## src/bstk_pkg.sv

```systemverilog
// Shared types, constants and helper functions of the bounded sorted top-k list.
// Used by the RAM, the controller, the top level and the checker; depends on nothing.
`timescale 1ns / 1ps

package bstk_pkg;

   // Default sizing of the list storage.
   localparam int DEF_LIST_DEPTH = 16;
   localparam int DEF_TAG_BITS   = 16;

   // Fixed field widths.
   localparam int SCORE_W = 32;
   localparam int COUNT_W = 5;
   localparam int RANK_W  = 4;

   // Limit register value after reset.
   localparam logic [COUNT_W-1:0] MAX_KEPT_RESET = 5'd16;

   // Command codes.
   localparam logic CMD_INSERT = 1'b0;
   localparam logic CMD_CLEAR  = 1'b1;

   // One result item.
   typedef struct packed {
      logic               accepted;
      logic [RANK_W-1:0]  rank;
      logic [COUNT_W-1:0] kept_count;
      logic               evicted;
   } rsp_type;

   // Limit update handed from the register file to the controller.
   typedef struct packed {
      logic               wr;
      logic [COUNT_W-1:0] lim;
   } cfg_type;

   // Address bits needed for a memory of the given depth.
   function automatic int addr_bits(input int depth);
      return (depth > 1) ? $clog2(depth) : 1;
   endfunction

   // Effective entry limit: the register clamped to one up to the list depth.
   function automatic logic [COUNT_W-1:0] limit_of(input logic [COUNT_W-1:0] mk,
                                                   input int depth);
      if (mk == '0) begin
         return {{(COUNT_W-1){1'b0}}, 1'b1};
      end else if (int'(mk) > depth) begin
         return COUNT_W'(depth);
      end
      return mk;
   endfunction

endpackage

```

## src/bstk_ram.sv

```systemverilog
// Generic single-write, single-read synchronous RAM with a registered read port.
// Uses bstk_pkg for the address width helper.
`timescale 1ns / 1ps

module bstk_ram
   import bstk_pkg::*;
#(
   parameter int WIDTH = 48,
   parameter int DEPTH = 16,
   localparam int AddrW = addr_bits(DEPTH)
) (
   input  logic             clock,
   input  logic             we,
   input  logic [AddrW-1:0] waddr,
   input  logic [WIDTH-1:0] wdata,
   input  logic             re,
   input  logic [AddrW-1:0] raddr,
   output logic [WIDTH-1:0] rdata
);

   logic [WIDTH-1:0] mem_ff [DEPTH];
   logic [WIDTH-1:0] rdata_ff;

   // Write port and registered read port.
   always_ff @(posedge clock) begin
      if (we) begin
         mem_ff[waddr] <= wdata;
      end
      if (re) begin
         rdata_ff <= mem_ff[raddr];
      end
   end

   assign rdata = rdata_ff;

endmodule

```

## src/bstk_ctrl.sv

```systemverilog
// Insertion sequencer: walks the list from its worst entry upward, shifting entries
// down one place in the RAM until the insertion point is found. Uses bstk_pkg.
`timescale 1ns / 1ps

module bstk_ctrl
   import bstk_pkg::*;
#(
   parameter int LIST_DEPTH = DEF_LIST_DEPTH,
   parameter int TAG_BITS   = DEF_TAG_BITS,
   localparam int AddrW  = addr_bits(LIST_DEPTH),
   localparam int EntryW = SCORE_W + TAG_BITS
) (
   input  logic                clock,
   input  logic                reset,
   input  logic                start,
   input  logic                req_cmd,
   input  logic [SCORE_W-1:0]  req_score,
   input  logic [TAG_BITS-1:0] req_entry_tag,
   input  logic [COUNT_W-1:0]  lim,
   input  cfg_type             cfg,
   output logic                busy,
   output logic                rsp_valid,
   output rsp_type             rsp,
   output logic                ram_we,
   output logic [AddrW-1:0]    ram_waddr,
   output logic [EntryW-1:0]   ram_wdata,
   output logic                ram_re,
   output logic [AddrW-1:0]    ram_raddr,
   input  logic [EntryW-1:0]   ram_rdata
);

   typedef enum logic [1:0] {
      ST_IDLE,
      ST_SCAN,
      ST_FINAL
   } state_type;

   state_type             state_ff, state_in;
   logic [COUNT_W-1:0]    count_ff, count_in;
   logic [COUNT_W-1:0]    idx_ff, idx_in;
   logic [SCORE_W-1:0]    score_ff, score_in;
   logic [TAG_BITS-1:0]   tag_ff, tag_in;
   logic                  full_ff, full_in;
   logic                  rsp_valid_ff, rsp_valid_in;
   rsp_type               rsp_ff, rsp_in;

   logic [SCORE_W-1:0]    rd_score;
   logic                  rd_less;
   logic [COUNT_W-1:0]    idx_next;
   logic [COUNT_W-1:0]    count_dec;
   logic [COUNT_W-1:0]    count_inc;

   // Zero-extend or truncate a list index to a RAM address.
   function automatic logic [AddrW-1:0] to_addr(input logic [COUNT_W-1:0] v);
      logic [AddrW+COUNT_W-1:0] w;
      w = {{AddrW{1'b0}}, v};
      return w[AddrW-1:0];
   endfunction

   assign rd_score  = ram_rdata[EntryW-1 -: SCORE_W];
   assign rd_less   = rd_score < score_ff;
   assign idx_next  = idx_ff + COUNT_W'(1);
   assign count_dec = count_ff - COUNT_W'(1);
   assign count_inc = count_ff + COUNT_W'(1);

   // Next-state logic and RAM requests.
   always_comb begin
      state_in     = state_ff;
      count_in     = count_ff;
      idx_in       = idx_ff;
      score_in     = score_ff;
      tag_in       = tag_ff;
      full_in      = full_ff;
      rsp_valid_in = 1'b0;
      rsp_in       = rsp_ff;
      ram_we       = 1'b0;
      ram_waddr    = '0;
      ram_wdata    = {score_ff, tag_ff};
      ram_re       = 1'b0;
      ram_raddr    = '0;

      case (state_ff)
         ST_IDLE: begin
            if (start) begin
               if (req_cmd == CMD_CLEAR) begin
                  count_in     = '0;
                  rsp_valid_in = 1'b1;
                  rsp_in       = '{accepted: 1'b0, rank: '0, kept_count: '0, evicted: 1'b0};
               end else if (count_ff == '0) begin
                  // Empty list: the item goes straight to the head.
                  ram_we       = 1'b1;
                  ram_waddr    = '0;
                  ram_wdata    = {req_score, req_entry_tag};
                  count_in     = COUNT_W'(1);
                  rsp_valid_in = 1'b1;
                  rsp_in       = '{accepted: 1'b1, rank: '0, kept_count: COUNT_W'(1),
                                   evicted: 1'b0};
               end else begin
                  // Start at the worst kept entry.
                  ram_re    = 1'b1;
                  ram_raddr = to_addr(count_dec);
                  idx_in    = count_dec;
                  score_in  = req_score;
                  tag_in    = req_entry_tag;
                  full_in   = count_ff >= lim;
                  state_in  = ST_SCAN;
               end
            end else if (cfg.wr && count_ff > cfg.lim) begin
               // A lowered limit drops the worst entries.
               count_in = cfg.lim;
            end
         end

         ST_SCAN: begin
            if (rd_less) begin
               // The read entry moves one place down unless it falls off the end.
               if (idx_next < lim) begin
                  ram_we    = 1'b1;
                  ram_waddr = to_addr(idx_next);
                  ram_wdata = ram_rdata;
               end
               if (idx_ff == '0) begin
                  state_in = ST_FINAL;
               end else begin
                  ram_re    = 1'b1;
                  ram_raddr = to_addr(idx_ff - COUNT_W'(1));
                  idx_in    = idx_ff - COUNT_W'(1);
               end
            end else if (full_ff && idx_next == count_ff) begin
               // Full list and no kept score is beaten.
               rsp_valid_in = 1'b1;
               rsp_in       = '{accepted: 1'b0, rank: '0, kept_count: count_ff,
                                evicted: 1'b0};
               state_in     = ST_IDLE;
            end else begin
               ram_we       = 1'b1;
               ram_waddr    = to_addr(idx_next);
               count_in     = full_ff ? count_ff : count_inc;
               rsp_valid_in = 1'b1;
               rsp_in       = '{accepted: 1'b1, rank: idx_next[RANK_W-1:0],
                                kept_count: full_ff ? count_ff : count_inc,
                                evicted: full_ff};
               state_in     = ST_IDLE;
            end
         end

         ST_FINAL: begin
            // Every kept entry was worse: the item becomes the new head.
            ram_we       = 1'b1;
            ram_waddr    = '0;
            count_in     = full_ff ? count_ff : count_inc;
            rsp_valid_in = 1'b1;
            rsp_in       = '{accepted: 1'b1, rank: '0,
                             kept_count: full_ff ? count_ff : count_inc, evicted: full_ff};
            state_in     = ST_IDLE;
         end

         default: begin
            state_in = ST_IDLE;
         end
      endcase
   end

   // State and registered outputs.
   always_ff @(posedge clock) begin
      if (reset) begin
         state_ff     <= ST_IDLE;
         count_ff     <= '0;
         rsp_valid_ff <= 1'b0;
      end else begin
         state_ff     <= state_in;
         count_ff     <= count_in;
         rsp_valid_ff <= rsp_valid_in;
      end
      idx_ff   <= idx_in;
      score_ff <= score_in;
      tag_ff   <= tag_in;
      full_ff  <= full_in;
      rsp_ff   <= rsp_in;
   end

   assign busy      = state_ff != ST_IDLE;
   assign rsp_valid = rsp_valid_ff;
   assign rsp       = rsp_ff;

endmodule

```

## src/bounded_sorted_topk_insert.sv

```systemverilog
// Top level of the bounded sorted top-k list: limit register, sequencer and entry RAM.
// Depends on bstk_pkg, bstk_ram and bstk_ctrl.
// A clear or an insert into an empty list strobes its result in the cycle after start.
// An insert into a non-empty list holds busy while it reads entries worst to best, plus a head
// write if it lands at the head (one-read, one-write RAM); its result strobes as busy falls.
// The receiver cannot stall. Synchronous reset empties the list and sets the limit to 16.
`timescale 1ns / 1ps

module bounded_sorted_topk_insert
   import bstk_pkg::*;
#(
   parameter int LIST_DEPTH = DEF_LIST_DEPTH,
   parameter int TAG_BITS   = DEF_TAG_BITS
) (
   input  logic                clock,
   input  logic                reset,
   input  logic                start,
   output logic                busy,
   input  logic                req_cmd,
   input  logic [SCORE_W-1:0]  req_score,
   input  logic [TAG_BITS-1:0] req_entry_tag,
   output logic                rsp_valid,
   output logic                rsp_accepted,
   output logic [RANK_W-1:0]   rsp_rank,
   output logic [COUNT_W-1:0]  rsp_kept_count,
   output logic                rsp_evicted,
   input  logic                csr_valid,
   output logic                csr_ready,
   input  logic [COUNT_W-1:0]  csr_data
);

   localparam int AddrW  = addr_bits(LIST_DEPTH);
   localparam int EntryW = SCORE_W + TAG_BITS;

   logic [COUNT_W-1:0] lim_ff, lim_in;
   cfg_type            cfg;
   rsp_type            rsp;
   logic               ram_we;
   logic [AddrW-1:0]   ram_waddr;
   logic [EntryW-1:0]  ram_wdata;
   logic               ram_re;
   logic [AddrW-1:0]   ram_raddr;
   logic [EntryW-1:0]  ram_rdata;

   // Limit register holds the clamped limit. A write waits while an item is offered or busy.
   assign csr_ready = ~busy & ~start;
   assign cfg.wr    = csr_valid & csr_ready;
   assign cfg.lim   = limit_of(csr_data, LIST_DEPTH);
   assign lim_in    = cfg.wr ? cfg.lim : lim_ff;

   always_ff @(posedge clock) begin
      if (reset) begin
         lim_ff <= limit_of(MAX_KEPT_RESET, LIST_DEPTH);
      end else begin
         lim_ff <= lim_in;
      end
   end

   bstk_ctrl #(
      .LIST_DEPTH (LIST_DEPTH),
      .TAG_BITS   (TAG_BITS)
   ) u_ctrl (
      .clock         (clock),
      .reset         (reset),
      .start         (start),
      .req_cmd       (req_cmd),
      .req_score     (req_score),
      .req_entry_tag (req_entry_tag),
      .lim           (lim_ff),
      .cfg           (cfg),
      .busy          (busy),
      .rsp_valid     (rsp_valid),
      .rsp           (rsp),
      .ram_we        (ram_we),
      .ram_waddr     (ram_waddr),
      .ram_wdata     (ram_wdata),
      .ram_re        (ram_re),
      .ram_raddr     (ram_raddr),
      .ram_rdata     (ram_rdata)
   );

   bstk_ram #(
      .WIDTH (EntryW),
      .DEPTH (LIST_DEPTH)
   ) u_ram (
      .clock (clock),
      .we    (ram_we),
      .waddr (ram_waddr),
      .wdata (ram_wdata),
      .re    (ram_re),
      .raddr (ram_raddr),
      .rdata (ram_rdata)
   );

   assign rsp_accepted   = rsp.accepted;
   assign rsp_rank       = rsp.rank;
   assign rsp_kept_count = rsp.kept_count;
   assign rsp_evicted    = rsp.evicted;

endmodule

```

## config.mk

```make
export PLATFORM = sky130hd
export DESIGN_NAME = bounded_sorted_topk_insert
export DESIGN_NICKNAME = d
export VERILOG_FILES = /design/src/bstk_pkg.sv /design/src/bstk_ram.sv /design/src/bstk_ctrl.sv /design/src/bounded_sorted_topk_insert.sv
export SDC_FILE = /design/constraint.sdc
export NUM_CORES = 1
export LEC_CHECK = 0
export ABC_CLOCK_PERIOD_IN_PS = 6860
export BUFFER_PORTS_ARGS = -buffer_cell sky130_fd_sc_hd__buf_2
export CAP_MARGIN = 20
export CORE_UTILIZATION = 32
export CTS_CLUSTER_DIAMETER = 150
export DETAILED_ROUTE_END_ITERATION = 12
export PLACE_DENSITY = 0.45
export SKIP_CTS_REPAIR_TIMING = 1
export SLEW_MARGIN = 20
export SYNTH_ARGS = -nofsm -noshare
export SYNTH_HDL_FRONTEND = slang
export SYNTH_SLANG_ARGS = --single-unit
```

## constraint.sdc

```tcl
create_clock -name clock -period 6.86 [get_ports clock]
set_input_delay 0.686 -clock clock [delete_from_list [all_inputs] [get_ports clock]]
set_output_delay 0.686 -clock clock [all_outputs]
set_load 0.1 [all_outputs]
```

; After elaboration in Yosys (flattened, before gate mapping)
; Memories as Yosys holds them, arrays and structs flattened. A register that Yosys moved wholly into a read port is not among the register bits.
; Cells that the tools add are included.
[op_classes]
n_addsub = 4
n_lt_le_gt_ge = 5
n_eq_ne = 14
muxes = 66
n_bitwise = 6
n_reduce_logical = 14
[op_table]
columns = cell, count
row1 = two-way mux 48 bit, 5
row2 = one-hot mux 48 bit (2 select lines), 1
row3 = two-way mux 5 bit, 15
row4 = two-way mux 11 bit, 5
row5 = two-way mux 4 bit, 9
row6 = one-hot mux 11 bit (3 select lines), 1
row7 = < comparator 32 bit, 1
row8 = two-way mux 1 bit, 18
row9 = logical NOT 5 bit, 3
row10 = one-hot mux 5 bit (3 select lines), 1
row11 = "inequality test 2 bit, second input constant", 6
row12 = AND reduction 4 bit, 3
row13 = "adder 5 x 1 -> 5 bit, second input constant", 2
row14 = two-way mux 2 bit, 5
row15 = one-hot mux 5 bit (2 select lines), 1
row16 = "subtractor 5 x 1 -> 5 bit, second input constant", 2
row17 = one-hot mux 4 bit (2 select lines), 1
row18 = "inequality test 3 x 2 -> 1 bit, second input constant", 2
row19 = one-hot mux 1 bit (3 select lines), 2
row20 = AND reduction 6 bit, 1
row21 = == test 5 bit, 1
row22 = greater-or-equal comparator 5 bit, 1
row23 = greater-than comparator 5 bit, 1
row24 = "greater-than comparator 5 bit, second input constant", 1
row25 = other kinds (15), 21
[word_totals]
ff_bits = 78
mem_bits_rw = 768
inputBits = 58
output_inout_bits = 14
word_cells = 122
n_memories = 1
[memory_table]
columns = memory, words, width, read_ports, rd_ports_with_merged_regs, write_ports, line
row1 = u_ram.mem_ff, 16, 48, 1, 1, 1, bstk_ram.sv:21  ; logic [WIDTH-1:0] mem_ff [DEPTH];

; Depth between registers and ports, before layout
; Gate-level depths: netlist (run 1).
[logic_depth]
ltp_word = 9
depth_mapped = 15
ltp_nobuf = 15

; Modules after synthesis
; Synthesis (run 1) repeated with hierarchy kept, for this count alone.
[unflattened]
cells_unflattened = 1990
hier_area_um2 = 36396.2
[modules_own_cells]
columns = mod, instances, cells_per_inst, area_per_inst_um2, seq_area_each_um2
row1 = bstk_ram, 1, 1242, 30171.4, 24503.5
row2 = bstk_ctrl, 1, 718, 5992.0, 2112.0
row3 = bounded_sorted_topk_insert, 1, 30, 232.7, 100.1

; Worst setup path before layout (run 1)
; No wires, ideal clock.
[synth_path]
path_kind = reg-to-reg
from = register u_ctrl.idx_ff[1]
to = memory u_ram.mem_ff[5][16] (enable)
setup_time_ns = 0.502
arrival_time_ns = 5.772
required_ns = 6.358
slack_ns = 0.587
path_stages_with_launch = 15
path_buffers = 3
period_less_slack_ns = 6.273
cell_sequence = edfxtp_1 ha_1 xnor2_1 clkbuf_1 inv_1 ha_1 nor2b_1 o21ai_0 nand2b_1 a21oi_1 and2_1 buf_2 o21ai_1 buf_2 nor4_1
[synth_via]
elab_chain_cells = 8
elab_cells_between_ends = 14
cone_classes = 1 x add/sub / 1 x order compare / 1 x eq/ne / 10 x mux / 1 x reduce/logical
[synth_rtl]
columns = item, line
row1 = "start, declared", bstk_ctrl.sv:40  ; logic [COUNT_W-1:0] idx_ff, idx_in;
row2 = "start signal, assigned", bstk_ctrl.sv:175  ; idx_ff <= idx_in;
row3 = adder 5 x 1 -> 5 bit (*), bstk_ctrl.sv:62  ; assign idx_next = idx_ff + COUNT_W'(1);
row4 = "parallel branches: the longest is 7 deep, another holds < comparator 5 bit", --
row5 = "end, declared", bstk_ram.sv:21
; Every way passes the cells marked *.

; Final worst setup path (run 1)
[layout_path]
from = register u_ctrl.idx_ff[0]
to = memory u_ram.mem_ff[13][32] (data pin)
[layout_via]
elab_chain_cells = 5
[layout_rtl]
columns = item, line
row1 = adder 5 x 1 -> 5 bit, bstk_ctrl.sv:62
row2 = < comparator 5 bit, bstk_ctrl.sv:117  ; if (idx_next < lim) begin
row3 = two-way mux 48 bit, bstk_ctrl.sv:117
row4 = two-way mux 48 bit, bstk_ctrl.sv:115  ; if (rd_less) begin
row5 = one-hot mux 48 bit (2 select lines), bstk_ctrl.sv:82  ; case (state_ff)
row6 = named net ram_wdata[32], bounded_sorted_topk_insert.sv:40  ; logic [EntryW-1:0] ram_wdata;
; The timed path passes the listed nets, and every way through them passes these cells.

==> results list, run 1 <==
* H-tree levels: 3
- Yosys warning total: 0
- The detail route stage leaves a number of antenna-violating nets equal to 0.
- Counting flops with an async set or reset pin after synthesis yields a share of 0.
- Area enclosed by the die boundary: 82,700 um2
- Counting every sink on the clock net gives 606.
- In this design, the stage delay of the slowest critical-path cell is 0.91 ns.
- Total I/O pin count: 72
- Area added between synthesis and finish: 14.7%
- End of the worst register-to-register path: u_ram.mem_ff[13][32]$_DFFE_PP_
- Arrival time worst endpoint: around 5.1 ns
- # port buffers: 55
- Initial core utilization: 0.324
- Clock latency on the worst-skew pair: 0.62 ns
- STA classifies the critical path startpoint as a flop.
- In this run, synthesis produced a sequential element count of 606.
- Count of cell types in the netlist: 63
* Internal power of the cells: 8.79 mW
- In this run, synthesis inferred 593 flip-flops with an integrated enable.
- The floorplan step set the die height to 288 um.
* Reg-to-reg critical path startpoint: u_ctrl.idx_ff[0]$_DFFE_PP_
- The number of clock buffers added by TritonCTS is between 70 and 80.
* Leakage: 10.8 nW
- The longest clock path from root to sink contains 3 buffers.
* Gr usage total: 0.188
- The top cell types in the final layout, fill and taps aside, are edfxtp_1, a21oi_1, mux2i_1.
- Number of maximum-capacitance violations: 0
- The setup path with the least slack is of type reg2reg.
- Number of antenna diodes: 0
* Sw Share: 0.364
* Critical path startpoint: u_ctrl.idx_ff[0]$_DFFE_PP_
- In this design, the largest share of critical-path delay is due to compound AO/OA/AOI/OAI gates.
- The share of total power dissipated in the clock network is 0.262.
- Max Transition Viols Final: 0
- Antenna violations before repair: 0
* Total placed cells including tap cells: 2,905
- STA classifies the critical path endpoint as a flop.
* VDD IR max: about 0.29 mV
- The worst register-to-register path has a setup slack of between 1.5 and 2 ns.
- HPWL after detailed placement: 40,800 um
- Setup Total Neg Slack: 0 ns
- Mapped Nets: 1,978
- DR iter-0 viols: 1,556
- Nets: 2,033
* Cell Rows: approximately 100
* Logic gate share of total power: 0.334
- Bufs and invs on worst path: 2
- The largest individual stage delay along the critical path comes from the cell and3_2.
- Across the routed clock network, the largest skew measured is ~0.029 ns.
- Routed length per instance: 25.6 um
- PwrDens: between 400 and 500 nW/um2
- Number of instances in the synthesized netlist: 1,865
- The most used flip-flop cell after synthesis is edfxtp_1.
- Wires add up to around 78,000 um.
* Min-Delay Path Class: in2reg
* Standard cell core area: 80,700 um2
- Cell type contributing the most total cell area after synthesis: edfxtp_1
* Horiz. Die Dim: 288 um
- The tree is rooted in a clkbuf_16.
- Derived from the worst setup path, the maximum achievable clock frequency is approximately 200 MHz.
- Slew at the pin with the worst max-slew slack: 1.07 ns
- The library cell used most frequently in the layout, excluding fill and tap cells, is edfxtp_1.
- In this run the worst path has a maximum fanout of 29.
* Worst relative slew slack: 0.281
- Layout cell share with drive strength beyond 1: 0.141
* Share of the cycle needed by the critical path after routing: 0.714
- Walking the worst path, the cells encountered are inv_1 -> ha_1 -> ha_1 -> a21oi_1 -> nor2b_1 -> o21ai_0 -> nand2b_1 -> a21oi_1 -> and3_2 -> a21oi_4 -> buf_4 -> a221o_1.
- For this run, the detailed router's first-pass iteration total came to 9.
- Violated checks: DRC
- Global-route wire length before repair: 113,000 um
- Syn_area_per_cell: about 14 um2
- Stages on worst setup path: 12
- CTS clock-pin slew for the worst setup and hold paths: 0.06 ns
* Drc violations: 10
- TritonCTS clock tree: done
- Post-route worst hold slack: 0.263 ns
* Data required, critical path: 7.11 ns
* Result of the run: complete, but fails checks
- In the post-synthesis netlist, the biggest area contributors are edfxtp_1, mux2i_1, a21oi_1.
* Worst reg2reg path depth: 12
- The critical path ends at u_ram.mem_ff[13][32]$_DFFE_PP_.
* Total number of vias: 16,221
- Post-layout util: 0.371
* Ratio of routed vias to standard cells: 5.35
- Switching Power: between 5 and 6 mW
* Largest net degree at the start of global routing: 97
- After synthesis the cells add up to approximately 26,000 um2.
- Of the post-synthesis cell area, the dominant cell type holds 0.682.
* Unrepaired setup endpoints after global routing: no
* Via count of the first global-routing pass: 16,009
- Summed over all layers, the global routing overflow is 0.
- At the end of routability-driven placement, the weighted congestion stood at 0.773.
- The final number of hold-violating endpoints was 0.
* Fin crit period: about 4.9 ns
- Setup violations remaining at the end of the flow were counted as 0.
* Final standard cell count with taps included and fillers excluded: 3,032
- The share of total power dissipated in sequential elements is 0.404.
- Sequential-to-total area share from yosys stat: 0.692
==> state kept, by name, summed over array words and instances (netlist names) <==
signal and count:
lim_ff 5, u_ctrl.score_ff 32, u_ctrl.idx_ff 5, u_ctrl.full_ff 1, u_ctrl.state_ff 2, u_ram.mem_ff 512, u_ctrl.rsp 11, u_ram.rdata 32
u_ctrl.rsp_valid 1, u_ctrl.count_ff 5
==> cell usage after synthesis (2+ instances only) <==
cell and n:
a21oi_2 30, o221ai_1 4, buf_2 26, nand3b_1 3
a21oi_1 155, or3b_1 34, nand4_1 7, nor2_1 39
nor2b_1 5, nand3_1 137, o22ai_1 65, xor2_1 4
nand2b_1 10, inv_2 2, a31o_2 3, dfxtp_1 13
clkbuf_1 85, inv_1 54, and2_1 3, nor3_1 12
and3_1 2, nand2_1 96, o21a_1 3, buf_1 4
buf_4 5, o21ai_1 2, a211oi_1 2, xnor2_1 12
a221o_1 28, buf_12 2, a211o_1 2, or3_1 2
ha_1 55, mux2i_1 145, o21ai_0 144, o311a_1 2
o41ai_4 2, edfxtp_1 593, a21o_1 2, nor4_1 46
buf_6 3
==> power by group through the flow <==
| stage | Combinational (mW) | Sequential (mW) | Clock [mW] |
|---|---|---|---|
| 2_1_floorplan | 2.87 | 5.81 | 0 |
| 3_3_place_gp | 4.55 | 5.65 | 0 |
| 3_5_place_dp | 4.61 | 5.66 | 0 |
| 4_1_cts | 4.63 | 5.59 | 3.71 |
| 5_1_grt | 5.03 | 5.62 | 3.85 |
| 6_report | 4.61 | 5.59 | 3.63 |
==> metrics by stage <==
step	worst slack, ns	area [um2]	total power, mW
6_report	1.96	29900	13.8
3_5_place_dp	2.04	27700	10.3
2_1_floorplan	0.587	26100	8.69
4_1_cts	1.99	29900	13.9
5_1_grt	1.71	29900	14.5
3_3_place_gp	1.99	27700	10.2
==> worst min path at each step <==
stage	startpoint	end	cells after the start
after floorplan	lim_ff[4]$_SDFFE_PP1P_	lim_ff[4]$_SDFFE_PP1P_	1
final	req_score[10]	u_ctrl.score_ff[10]$_DFFE_PP_	1
after CTS	req_score[10]	u_ctrl.score_ff[10]$_DFFE_PP_	1
after global routing	req_score[10]	u_ctrl.score_ff[10]$_DFFE_PP_	1
after detailed placement	lim_ff[2]$_SDFFE_PP0P_	lim_ff[2]$_SDFFE_PP0P_	2
after global placement	lim_ff[3]$_SDFFE_PP0P_	lim_ff[3]$_SDFFE_PP0P_	2
==> layout make-up <==
cell class | count | area, um2
Timing Repair Buffer | 106 | 699
Sequential cell | 606 | 18100
Inverter | 57 | 214
Multi-Input combinational cell | 1077 | 7420
Clock buffer | 87 | 1880
Clock inverter | 39 | 329
Fill cell | 7704 | 50700
Tap cell | 1060 | 1330
==> cells by family (layout without fill, tap and decap cells) <==
group	after synthesis	in the layout	share of synthesized area
compound gates	456	456	0.107
xor+xnor	16	16	0.00537
flops	606	606	0.692
simple gates	404	404	0.0825
buf+inv	182	289	0.0302
fa+ha+maj	55	55	0.0264
mux	146	146	0.0560
==> routing by layer <==
metal,routed length (um),global-route usage,vias to the layer above
met5,0,0,-
met4,1990,0.0593,0
met3,4120,0.0262,118
met2,35700,0.293,501
met1,35900,0.270,8263
li1,-,-,7339
Note: power is estimated with default switching activity, not from simulation.
==> run 2: changes to the inputs <==
ABC_AREA = 1   (was not set)
ABC_CLOCK_PERIOD_IN_PS = 4900   (was 6860)
clock period = 4.9 ns   (was 6.86 ns; I/O delays follow)
==> run 2 against run 1 <==
  * Synthesized cell count increased by 45%
  * Die area increased by 8.1%
  * Synthesized area grew 8.2%
  * Core utilization grew 0.27 points
  * The run now ends clean
  * Highest routed layer unchanged
  * Setup slack got worse by 0.94 ns
  * Largest cell class unchanged
  * Critical path type unchanged
  * Worst hold slack worse by 0.20 ns
  * Critical path depth rose by 3
==> results list, run 2 <==
- The overall track demand over capacity in global routing is 0.184 (-0.00415).
* Post-layout util: 0.374 (+0.00272)
- The count of standard-cell rows came to 108 (+3.8%).
- The CTS sink count was 606 (unchanged).
* Max FO, Critical Path: 25 (-14%)
- Min-Delay Path Class: in2reg
- Cell area reported after detailed placement: 30,200 um2 (+9.2%)
- The sum of internal, switching and leakage power was 19.2 mW (+39%).
- TritonCTS built the clock tree.
* Type of the worst setup path: reg2reg
- Number of buffers created by CTS: 72 (unchanged)
- The number of antenna violations at the first check in global routing is 1 (+1).
- The worst setup slack for register-to-register paths is 1.03 ns (-0.94 ns).
* Post-Synthesis Cell Area: 28,200 um2 (+8.2%)
- Number of enable flip-flop cells after synthesis: 593 (unchanged)
* Unrepaired setup endpoints after global routing: no
* PwrDens: 591 nW/um2 (+28%)
- The most used flip-flop cell after synthesis is edfxtp_1.
- Number of instances in the synthesized netlist: 2,699 (+45%)
- The routed wire length is 82,500 um (+6.2%).
* Number of flip-flops under the largest register name: 512 (unchanged)
- The via-per-instance ratio was 4.97 (-7.2%).
- The library cells used most frequently in the layout, excluding fill and tap cells, are nand3_1, edfxtp_1, nand2_1.
* Clock latency on the worst-skew pair: 0.62 ns (about the same)
* Total I/O pin count: 72 (unchanged)
- Buffer levels on the longest clock path: 3 (unchanged)
* TritonRoute pass-1 iters: 5 (-4)
* Top cells by area in the synthesized netlist: edfxtp_1, nand3_1, nand2_1
* Switching Power: 7.34 mW (+46%)
- Top Family by Delay on Critical Path: simple AND/OR/NAND/NOR gates
* Slew at the pin with the worst max-slew slack: 1.11 ns (+0.0325 ns)
- The share of the synthesized area in the top cell type is 0.631 (-0.0514).
- Area enclosed by the die boundary: 89,400 um2 (+8.1%)
- Met2 routing resource usage after global routing: 0.297 (+0.00433)
- The count of synthesis-stage warnings from yosys is 0 (unchanged).
- Standard cell core area: 87,000 um2 (+7.9%)
- Number of nets still failing antenna checks after routing: 0 (unchanged)
* Layout cell share with drive strength beyond 1: 0.115 (-0.0263)
* Result of the run: finished clean
- Data required, critical path: 5.18 ns (-1.93 ns)
* Type of origin of the critical path: flop
- Summed over all instances, the cell type with the most area after synthesis is edfxtp_1.
- The final number of hold-violating endpoints is 0 (unchanged).
* Critical path's largest stage delay: 0.54 ns (-0.37 ns)
- # port buffers: 55 (unchanged)
* Area added between synthesis and finish: 15.2%
* Drc violations: 0 (-10)
* Worst relative slew slack: 0.263 (-0.0183)
- The average wire per standard cell is 20.8 um (-19%).
- The final critical-path share of the clock period is 0.791 (+0.0766).
- Met3 Usage GRT: 0.0273 (+0.00102)
* Syn_area_per_cell: 10.5 um2 (-25%)
* Die boundary height: 299 um (+4.0%)
- The count of vias placed by the detailed router was 19,704 (+21%).
- Worst clock skew: 0.0262 ns (-0.00309 ns)
* Count of cell types in the netlist: 43 (-32%)
* Endpoint type of the worst setup path: flop
- Master cell of the clock root buffer: clkbuf_16
* Cell area after layout: 32,500 um2 (+8.7%)
- The number of register bits inferred by synthesis came to 606 (unchanged).
* Number of maximum-capacitance violations: 0 (unchanged)
- Leakage: 12.9 nW (+19%)
- The share of power burned in the clock network was 0.271 (+0.009).
- The count of buffering cells on the critical path with inverters included came to 2 (unchanged).
* Setup Total Neg Slack: 0 ns (unchanged)
- Internal power of the cells: 11.9 mW (+35%)
* Nets: 2,875 (+41%)
- The maximum clock frequency was 258 MHz (+26%).
* H-tree levels: 3 (unchanged)
- The switching share of power was 0.382 (+0.0180).
- Initial core utilization: 0.324 (+0.000874)
- Most flop-heavy register: u_ram.mem_ff
* VDD IR max: 0.419 mV (+47%)
- The wire length of the first global-routing pass is 123,000 um (+9.5%).
- The final number of setup-violating endpoints is 0 (unchanged).
* Via count of the first global-routing pass: 19,137 (+20%)
- The fraction of registers with async set or reset after synthesis came to 0 (unchanged).
- The arrival time at the worst endpoint was 4.15 ns (-0.99 ns).
- Max Transition Viols Final: 0 (unchanged)
- The DRC marker count from the first detailed-route iteration was 1,492 (-4.1%).
- The sequential area share after synthesis came to 0.640 (-0.0522).
* HPWL after detailed placement: 42,500 um (+4.4%)
- Ordered cell list for the critical path: ha_1 -> nand3_1 -> xor2_1 -> ha_1 -> nand4_1 -> o21bai_1 -> nand3_1 -> nor2_4 -> inv_2 -> o21ai_2 -> nand2_4 -> nor2_2 -> nand3_2 -> nor2_4 -> buf_12
* GRT Max-Usage Layer: met2
* Mapped Nets: 2,812 (+42%)
- The total congestion overflow after global routing came to 0 (unchanged).
- Cell types with the highest counts after synthesis: edfxtp_1, nand3_1, nand2_1
* Largest net degree at the start of global routing: 169 (+74%)
- CTS clock-pin slew for the worst setup and hold paths: 0.06 ns (about the same)
* Logic gate share of total power: 0.359 (+0.025)
- The shortest clock period the worst path allows after layout is 3.87 ns (-1.02 ns).
- The register share of total power was 0.370 (-0.034).
- Slowest cell on the critical path: edfxtp_1
* Met1 Resource Use GR: 0.259 (-0.0117)
- Horiz. Die Dim: 299 um (+4.0%)
* Routability congestion estimate: 0.793 (+2.6%)
==> run 2: changes by cell type in the layout (fill, tap and decap cells not counted), moves of 30 or more <==
cell | previous run | this run
a21oi_1 | 155 | 41
inv_1 | 54 | 391
mux2_2 | 1 | 31
mux2i_1 | 145 | 0
nand2_1 | 93 | 492
nand3_1 | 137 | 593
nand3b_1 | 3 | 56
nor4_1 | 33 | 1
o22ai_1 | 65 | 0
or3b_1 | 32 | 0
==> run 2: layout make-up <==
| class | instances | area [um2] |
|---|---|---|
| fillers | 8569 | 54500 |
| clock buffers | 94 | 1930 |
| inverters | 400 | 1510 |
| well taps | 1155 | 1450 |
| multi-input cells | 1540 | 8100 |
| flip-flops and latches | 606 | 18100 |
| clock inverters | 30 | 345 |
| repair buffers | 142 | 1130 |
| diodes | 1 | 2.50 |
==> run 2: cell families after synthesis <==
kind of cell / share of synthesized area
xor+xnor: 0.00306
fa+ha+maj: 0.0244
simple gates: 0.206
buf+inv: 0.0798
mux: 0.0124
compound gates: 0.0347
flops: 0.640
==> run 2: metrics by stage <==
step / cells / setup WS [ns] / hold slack, ns
after floorplan: 2699 / 0.780 / 0.436
after global placement: 3842 / 1.01 / 0.471
after detailed placement: 3843 / 1.02 / 0.481
after CTS: 3967 / 0.975 / 0.0183
after global routing: 3967 / 0.758 / 0.0328
final: 3968 / 1.03 / 0.0632
==> run 2: power groups by stage <==
stage | Clock (mW) | Combinational [mW] | Sequential (mW)
after floorplan | 0 | 4.13 | 7.52
after global placement | 0 | 6.85 | 7.20
after detailed placement | 0 | 6.94 | 7.21
after CTS | 5.34 | 6.97 | 7.11
after global routing | 5.54 | 7.64 | 7.15
final | 5.21 | 6.91 | 7.11
==> run 2: per-layer routing <==
layer	wire length (um)	part of all wire
met1	38300	0.46
met2	38600	0.47
met3	3860	0.047
met4	1710	0.021
met5	0	0
==> run 2: worst paths after layout <==
kind                               from                             end  depth (start not counted)
min reg2reg      lim_ff[4]$_SDFFE_PP1P_          lim_ff[4]$_SDFFE_PP1P_                          2
max reg2reg  u_ctrl.idx_ff[0]$_DFFE_PP_  u_ram.mem_ff[10][28]$_DFFE_PP_                         15
min                        req_score[6]    u_ctrl.score_ff[6]$_DFFE_PP_                          1
max          u_ctrl.idx_ff[0]$_DFFE_PP_  u_ram.mem_ff[10][28]$_DFFE_PP_                         15
